--- src/rtl/core/i2cm_pkg.sv ---
// Package with the item types, command codes and step constants of the I2C master byte engine.
`timescale 1ns / 1ps
`default_nettype none
package i2cm_pkg;

  localparam logic [2:0] ACT_NONE  = 3'd0;
  localparam logic [2:0] ACT_START = 3'd1;
  localparam logic [2:0] ACT_STOP  = 3'd2;
  localparam logic [2:0] ACT_WRITE = 3'd3;
  localparam logic [2:0] ACT_READ  = 3'd4;

  localparam int unsigned STEP_W = 5;

  localparam logic [STEP_W-1:0] STEP_FIRST    = 5'd0;
  localparam logic [STEP_W-1:0] STEP_ONE      = 5'd1;
  localparam logic [STEP_W-1:0] STEP_TWO      = 5'd2;
  localparam logic [STEP_W-1:0] STEP_BITS_END = 5'd16;
  localparam logic [STEP_W-1:0] STEP_ACK_SET  = 5'd17;
  localparam logic [STEP_W-1:0] STEP_ACK_HIGH = 5'd18;

  typedef enum logic [2:0] {
    CMD_IDLE  = 3'd0,
    CMD_START = 3'd1,
    CMD_STOP  = 3'd2,
    CMD_WRITE = 3'd3,
    CMD_READ  = 3'd4
  } cmd_t;

  typedef struct packed {
    logic [2:0] action;
    logic [7:0] tx_byte;
    logic       sda_in;
  } in_item_t;

  typedef struct packed {
    logic       scl_level;
    logic       sda_level;
    logic       busy_res;
    logic       done_res;
    logic [7:0] rx_byte;
    logic       no_ack;
  } out_item_t;

  typedef struct packed {
    cmd_t       cmd;
    logic [7:0] tx_byte;
    logic       sda_in;
  } tick_t;

endpackage
`default_nettype wire

--- src/rtl/core/i2cm_front.sv ---
// Front end that accepts input items and decodes the action into a command for the queue.
`timescale 1ns / 1ps
`default_nettype none
module i2cm_front (
  input  wire logic               in_valid,
  output logic                    in_ready,
  input  wire i2cm_pkg::in_item_t in_item,
  input  wire logic               q_full,
  output logic                    push,
  output i2cm_pkg::tick_t         push_tick
);
  import i2cm_pkg::*;

  cmd_t cmd;

  always_comb begin
    case (in_item.action)
      ACT_START: cmd = CMD_START;
      ACT_STOP:  cmd = CMD_STOP;
      ACT_WRITE: cmd = CMD_WRITE;
      ACT_READ:  cmd = CMD_READ;
      default:   cmd = CMD_IDLE;
    endcase
  end

  assign in_ready          = !q_full;
  assign push              = in_valid && !q_full;
  assign push_tick.cmd     = cmd;
  assign push_tick.tx_byte = in_item.tx_byte;
  assign push_tick.sda_in  = in_item.sda_in;

endmodule
`default_nettype wire

--- src/rtl/core/i2cm_queue.sv ---
// Two-entry queue of decoded ticks between the front end and the bus sequencer.
`timescale 1ns / 1ps
`default_nettype none
module i2cm_queue (
  input  wire logic            clk,
  input  wire logic            rst_n,
  input  wire logic            push,
  input  wire i2cm_pkg::tick_t push_tick,
  output logic                 full,
  output logic                 q_valid,
  input  wire logic            pop,
  output i2cm_pkg::tick_t      head
);
  import i2cm_pkg::*;

  localparam int unsigned DEPTH = 2;
  localparam int unsigned PTR_W = 1;
  localparam int unsigned CNT_W = 2;

  tick_t            mem [DEPTH];
  logic [PTR_W-1:0] wr_ptr_r, wr_ptr_nxt;
  logic [PTR_W-1:0] rd_ptr_r, rd_ptr_nxt;
  logic [CNT_W-1:0] cnt_r, cnt_nxt;

  assign full    = (cnt_r == CNT_W'(DEPTH));
  assign q_valid = (cnt_r != '0);
  assign head    = mem[rd_ptr_r];

  always_comb begin
    wr_ptr_nxt = push ? wr_ptr_r + 1'b1 : wr_ptr_r;
    rd_ptr_nxt = pop ? rd_ptr_r + 1'b1 : rd_ptr_r;
    cnt_nxt    = cnt_r + CNT_W'(push) - CNT_W'(pop);
  end

  always_ff @(posedge clk) begin
    if (push) begin
      mem[wr_ptr_r] <= push_tick;
    end
  end

  always_ff @(posedge clk) begin
    if (!rst_n) begin
      wr_ptr_r <= '0;
      rd_ptr_r <= '0;
      cnt_r    <= '0;
    end else begin
      wr_ptr_r <= wr_ptr_nxt;
      rd_ptr_r <= rd_ptr_nxt;
      cnt_r    <= cnt_nxt;
    end
  end

endmodule
`default_nettype wire

--- src/rtl/core/i2cm_back.sv ---
// Bus sequencer that runs one step per tick and holds the result in an output register.
`timescale 1ns / 1ps
`default_nettype none
module i2cm_back (
  input  wire logic            clk,
  input  wire logic            rst_n,
  input  wire logic            q_valid,
  input  wire i2cm_pkg::tick_t head,
  output logic                 pop,
  output logic                 out_valid,
  input  wire logic            out_ready,
  output i2cm_pkg::out_item_t  out_item
);
  import i2cm_pkg::*;

  cmd_t              cmd_r, cmd_nxt;
  logic [STEP_W-1:0] step_r, step_nxt;
  logic [7:0]        shift_r, shift_nxt;
  logic [7:0]        rx_r, rx_nxt;
  logic              miss_r, miss_nxt;
  logic              scl_r, scl_nxt;
  logic              sda_r, sda_nxt;
  logic              out_valid_r, out_valid_nxt;
  out_item_t         out_item_r, out_item_nxt;
  logic              done;

  assign pop       = q_valid && (!out_valid_r || out_ready);
  assign out_valid = out_valid_r;
  assign out_item  = out_item_r;

  always_comb begin
    cmd_nxt   = cmd_r;
    step_nxt  = step_r;
    shift_nxt = shift_r;
    rx_nxt    = rx_r;
    miss_nxt  = miss_r;
    scl_nxt   = scl_r;
    sda_nxt   = sda_r;
    done      = 1'b0;

    if (cmd_r == CMD_IDLE && head.cmd != CMD_IDLE) begin
      cmd_nxt  = head.cmd;
      step_nxt = STEP_FIRST;
      if (head.cmd == CMD_START) begin
        miss_nxt = 1'b0;
      end
      if (head.cmd == CMD_WRITE) begin
        shift_nxt = head.tx_byte;
      end
    end

    case (cmd_nxt)
      CMD_START: begin
        if (step_nxt == STEP_FIRST) begin
          scl_nxt = 1'b1;
          sda_nxt = 1'b1;
        end else if (step_nxt == STEP_ONE) begin
          sda_nxt = 1'b0;
        end else begin
          scl_nxt = 1'b0;
          done    = 1'b1;
        end
      end
      CMD_STOP: begin
        if (step_nxt == STEP_FIRST) begin
          scl_nxt = 1'b0;
        end else if (step_nxt == STEP_ONE) begin
          sda_nxt = 1'b0;
        end else if (step_nxt == STEP_TWO) begin
          scl_nxt = 1'b1;
        end else begin
          sda_nxt = 1'b1;
          done    = 1'b1;
        end
      end
      CMD_WRITE: begin
        if (step_nxt == STEP_FIRST) begin
          scl_nxt = 1'b0;
        end else if (step_nxt <= STEP_BITS_END) begin
          if (step_nxt[0]) begin
            scl_nxt = 1'b0;
            sda_nxt = shift_nxt[7];
          end else begin
            scl_nxt   = 1'b1;
            shift_nxt = {shift_nxt[6:0], 1'b0};
          end
        end else if (step_nxt == STEP_ACK_SET) begin
          scl_nxt = 1'b0;
          sda_nxt = 1'b1;
        end else if (step_nxt == STEP_ACK_HIGH) begin
          scl_nxt = 1'b1;
          if (head.sda_in) begin
            miss_nxt = 1'b1;
          end
        end else begin
          scl_nxt = 1'b0;
          done    = 1'b1;
        end
      end
      CMD_READ: begin
        if (step_nxt == STEP_FIRST) begin
          scl_nxt   = 1'b0;
          sda_nxt   = 1'b1;
          shift_nxt = '0;
        end else if (step_nxt <= STEP_BITS_END) begin
          if (step_nxt[0]) begin
            scl_nxt   = 1'b1;
            shift_nxt = {shift_nxt[6:0], head.sda_in};
          end else begin
            scl_nxt = 1'b0;
            if (step_nxt == STEP_BITS_END) begin
              rx_nxt = shift_nxt;
            end
          end
        end else if (step_nxt == STEP_ACK_SET) begin
          scl_nxt = 1'b1;
          sda_nxt = 1'b1;
        end else begin
          scl_nxt = 1'b0;
          done    = 1'b1;
        end
      end
      default: begin
      end
    endcase

    if (cmd_nxt != CMD_IDLE) begin
      if (done) begin
        cmd_nxt  = CMD_IDLE;
        step_nxt = STEP_FIRST;
      end else begin
        step_nxt = step_nxt + 1'b1;
      end
    end

    out_item_nxt.scl_level = scl_nxt;
    out_item_nxt.sda_level = sda_nxt;
    out_item_nxt.busy_res  = (cmd_nxt != CMD_IDLE);
    out_item_nxt.done_res  = done;
    out_item_nxt.rx_byte   = rx_nxt;
    out_item_nxt.no_ack    = miss_nxt;

    out_valid_nxt = pop || (out_valid_r && !out_ready);
  end

  always_ff @(posedge clk) begin
    if (pop) begin
      out_item_r <= out_item_nxt;
    end
  end

  always_ff @(posedge clk) begin
    if (!rst_n) begin
      cmd_r       <= CMD_IDLE;
      step_r      <= '0;
      shift_r     <= '0;
      rx_r        <= '0;
      miss_r      <= 1'b0;
      scl_r       <= 1'b1;
      sda_r       <= 1'b1;
      out_valid_r <= 1'b0;
    end else begin
      out_valid_r <= out_valid_nxt;
      if (pop) begin
        cmd_r   <= cmd_nxt;
        step_r  <= step_nxt;
        shift_r <= shift_nxt;
        rx_r    <= rx_nxt;
        miss_r  <= miss_nxt;
        scl_r   <= scl_nxt;
        sda_r   <= sda_nxt;
      end
    end
  end

endmodule
`default_nettype wire

--- src/rtl/core/i2c_master_byte_engine.sv ---
// Top level of the tick-driven I2C master byte engine.
// Each accepted item yields one result item, registered first in the queue entry and then in the output register.
// Throughput is one item per cycle while out_ready stays high; the sequencer runs one bus step per item.
// A two-entry queue separates the decoder from the sequencer and absorbs stalls.
// Synchronous active-low reset idles the engine with SCL and SDA released high.
`timescale 1ns / 1ps
`default_nettype none
module i2c_master_byte_engine (
  input  wire logic                clk,
  input  wire logic                rst_n,
  input  wire logic                in_valid,
  output logic                     in_ready,
  input  wire i2cm_pkg::in_item_t  in_item,
  output logic                     out_valid,
  input  wire logic                out_ready,
  output i2cm_pkg::out_item_t      out_item
);
  import i2cm_pkg::*;

  logic  q_full;
  logic  push;
  tick_t push_tick;
  logic  q_valid;
  logic  pop;
  tick_t head;

  i2cm_front u_front (
    .in_valid  (in_valid),
    .in_ready  (in_ready),
    .in_item   (in_item),
    .q_full    (q_full),
    .push      (push),
    .push_tick (push_tick)
  );

  i2cm_queue u_queue (
    .clk       (clk),
    .rst_n     (rst_n),
    .push      (push),
    .push_tick (push_tick),
    .full      (q_full),
    .q_valid   (q_valid),
    .pop       (pop),
    .head      (head)
  );

  i2cm_back u_back (
    .clk       (clk),
    .rst_n     (rst_n),
    .q_valid   (q_valid),
    .head      (head),
    .pop       (pop),
    .out_valid (out_valid),
    .out_ready (out_ready),
    .out_item  (out_item)
  );

endmodule
`default_nettype wire

--- config.mk ---
export PLATFORM = sky130hd
export DESIGN_NAME = i2c_master_byte_engine
export DESIGN_NICKNAME = d
export VERILOG_FILES = /design/src/rtl/core/i2cm_pkg.sv /design/src/rtl/core/i2cm_front.sv /design/src/rtl/core/i2cm_queue.sv /design/src/rtl/core/i2cm_back.sv /design/src/rtl/core/i2c_master_byte_engine.sv
export SDC_FILE = /design/constraint.sdc
export NUM_CORES = 1
export LEC_CHECK = 0
export ABC_AREA = 1
export BUFFER_PORTS_ARGS = -buffer_cell sky130_fd_sc_hd__buf_2
export CAP_MARGIN = 20
export CORE_MARGIN = 1
export CORE_UTILIZATION = 60
export DETAILED_ROUTE_END_ITERATION = 8
export HOLD_SLACK_MARGIN = 0.1
export PLACE_DENSITY = 0.78
export SYNTH_ARGS = -nofsm -noshare
export SYNTH_HDL_FRONTEND = slang
export SYNTH_HIERARCHICAL = 1
export SYNTH_SLANG_ARGS = --single-unit
--- constraint.sdc ---
create_clock -name clk -period 3.1 [get_ports clk]
set_input_delay 0.31 -clock clk [delete_from_list [all_inputs] [get_ports clk]]
set_output_delay 0.31 -clock clk [all_outputs]
set_load 0.05 [all_outputs]
==> results.json <==
{
  "synth_edf_count": 37,
  "viasPerCell": 5.35,
  "clk_latency_ps": 340,
  "nNetsFinal": 516,
  "maxSlewHeadroom": 0.346,
  "fillers": 518,
  "ant_nets": 0,
  "die_area_um2": 6870,
  "vias": 3105,
  "finClkSkew_ps": 7.64,
  "antenna-diode-count": 0,
  "cp.required_ps": 3340,
  "syn_inst": 473,
  "htree_num_levels": 3,
  "drt_iter0_markers": 224,
  "hp-start": "in_item[1]",
  "hold_path.class": "input pin to flip-flop",
  "post-place-ws_ps": 669,
  "die_h_um": 82.9,
  "cp_data_arrival_time_ps": 2730,
  "clkTransAtPathRegs_ps": 70,
  "cts_buffers": 9,
  "seq_area_frac_synth": 0.451,
  "placed_cells": 564,
  "finalSetupViolCount": 0,
  "critPathCaptureType": "flip-flop",
  "drc": 0,
  "pin_count": 31,
  "peakVddDrop_v": 0.000690,
  "dr.pass1.iters": 4,
  "clock_sinks": 70,
  "crit_path_start_kind": "flip-flop",
  "layout-drive-gt1-share": 0.221,
  "synth_commonest_cells": "nand2_1, inv_1, edfxtp_1, o21ai_0, a21oi_1",
  "syn_nets": 491,
  "async_flop_share": 0,
  "setup_ws_ps": 610,
  "synth_flop_cell": "edfxtp_1",
  "antenna_found_initial": 0,
  "routed_wl_um": 7880,
  "clockBufferDepth": 2,
  "r2r_cells": 13,
  "rsz0062_at_grt": "no",
  "cts-root-buf": "clkbuf_8",
  "whs_path_depth": 1,
  "ctsHoldBuffers": 0,
  "slew_violations": 0,
  "cts_setup_buffers": 0,
  "ys_warn_count": 6,
  "r2r-end": "u_back/shift_r[7]",
  "grt_usage": 0.246,
  "maxCapViolCount": 0,
  "fin_cells": 580,
  "grt_pass1_wl_um": 13600,
  "ctsResizeCount": 0,
  "path_max_fanout": 13,
  "timing.final.crit_share": 0.803,
  "hold_viol": 0,
  "synth.avg_cell_area_um2": 8.30,
  "tightest_slew_ps": 977,
  "fmaxAchievable_ghz": 0.402,
  "netlist.area_leader.share": 0.283,
  "holdPathEnd": "u_queue/mem[1][1]",
  "core-area_um2": 6350,
  "status": "finished clean",
  "fin_crit_ps": 2490,
  "worst-setup-path-type": "flip-flop to flip-flop",
  "gr-total-overflow": 0,
  "grt_max_degree": 37,
  "fin_setup_tns_ps": 0,
  "r2r_slack_ps": 610,
  "portBuffers": 30,
  "start_util": 0.618,
  "area_growth_pct": 9.98,
  "dp_hpwl_um": 5670,
  "leakagePower_uw": 0.00196,
  "ys_types": 37,
  "netlist_area_um2": 3930,
  "dieWidth_um": 82.9,
  "gp_congestion": 0.908,
  "wl_per_cell_um": 13.6,
  "first_global_vias": 2934,
  "yosysTopAreaCell": "edfxtp_1",
  "tritoncts": "built",
  "core.rowCount": 29,
  "synth.area.top_cells": "edfxtp_1, dfxtp_1, nand2_1",
  "powerDensity_nw_per_um2": 1250,
  "synth_seq_cells": 70,
  "synth.most_common_cell": "nand2_1"
}
==> layout make-up <==
cell class	count	area [um2]	share of cell area
Inverter	82	308	0.0713
Timing Repair Buffer	35	188	0.0435
Clock inverter	7	136	0.0316
Multi-Input combinational cell	300	1690	0.392
Clock buffer	9	124	0.0287
Tap cell	77	96.3	0.0223
Sequential cell	70	1770	0.410
==> cell families after synthesis <==
family	share of synthesized area
simple gates	0.219
compound gates	0.160
buf+inv	0.117
flops	0.451
mux	0.0440
fa+ha+maj	0.00637
xor+xnor	0.00223
==> power breakdown <==
part	switching, uW	total, uW	internal, uW
combinational	2070	2910	846
clock	335	947	612
sequential	168	1530	1360
==> per-stage QoR <==
stage / hold WS, ps / instance area, um2 / power [uW] / util
final: 154 / 4320 / 5390 / 0.680
after global placement: 458 / 4060 / 4390 / 0.639
after global routing: 136 / 4320 / 5800 / 0.680
after floorplan: 403 / 3930 / 3880 / -
after detailed placement: 482 / 4060 / 4430 / 0.639
after CTS: 146 / 4320 / 5400 / 0.680
==> how the worst max path moves through the flow <==
stage                                to  slack [ps]             start
global route          u_back/shift_r[2]         400         flip-flop
finish                u_back/shift_r[7]         610         flip-flop
detailed placement    u_back/shift_r[0]         670         flip-flop
floorplan              u_queue/cnt_r[1]         790  u_back/out_valid
global placement    u_back/out_item[12]         660         flip-flop
CTS                   u_back/shift_r[7]         660         flip-flop
==> layer usage <==
layer,wire length [um],GRT usage,vias to the layer above
met2,3780,0.408,85
met4,165,0.0987,0
met1,3610,0.320,1404
met5,0,0,-
met3,327,0.0447,16
li1,-,-,1600
==> sequential cells by signal (all words and copies together) (netlist names), 2 cells and up, named ones only <==
name	cells
u_back/shift_r	8
u_back/out_item	13
u_queue/mem	24
u_back/step_r	5
u_queue/cnt_r	2
u_back/cmd_r	3
u_back/rx_r	8
==> cell usage in the layout, fill, tap and decap left out, types with 3 or more instances in the layout <==
master and n:
mux2_4 10, buf_2 30, inv_2 6, clkinv_1 3
dfxtp_1 33, clkbuf_8 9, a21oi_1 34, edfxtp_1 37
bufinv_16 4, nor2_2 4, nand3_1 29, nand2_2 13
inv_1 75, o21ai_0 37, o211ai_1 4, nor2_1 32
o21ai_1 11, nand2_4 4, nand4_1 3, nand2_1 82
a31oi_1 6, buf_4 5, o21ai_2 13
==> critical path, stage by stage, from the launching register on <==
cell and delay [ps]:
dfxtp_1 430, mux2_4 350, nor2_4 120, nand2_2 80
nand2_4 180, nand2_2 140, nand3_1 310, nand2_2 160
nor2_4 210, o21ai_0 140, nand2_1 90, nand3_1 80
nand2_1 70, inv_1 40
(Power assumes the default switching activity.)
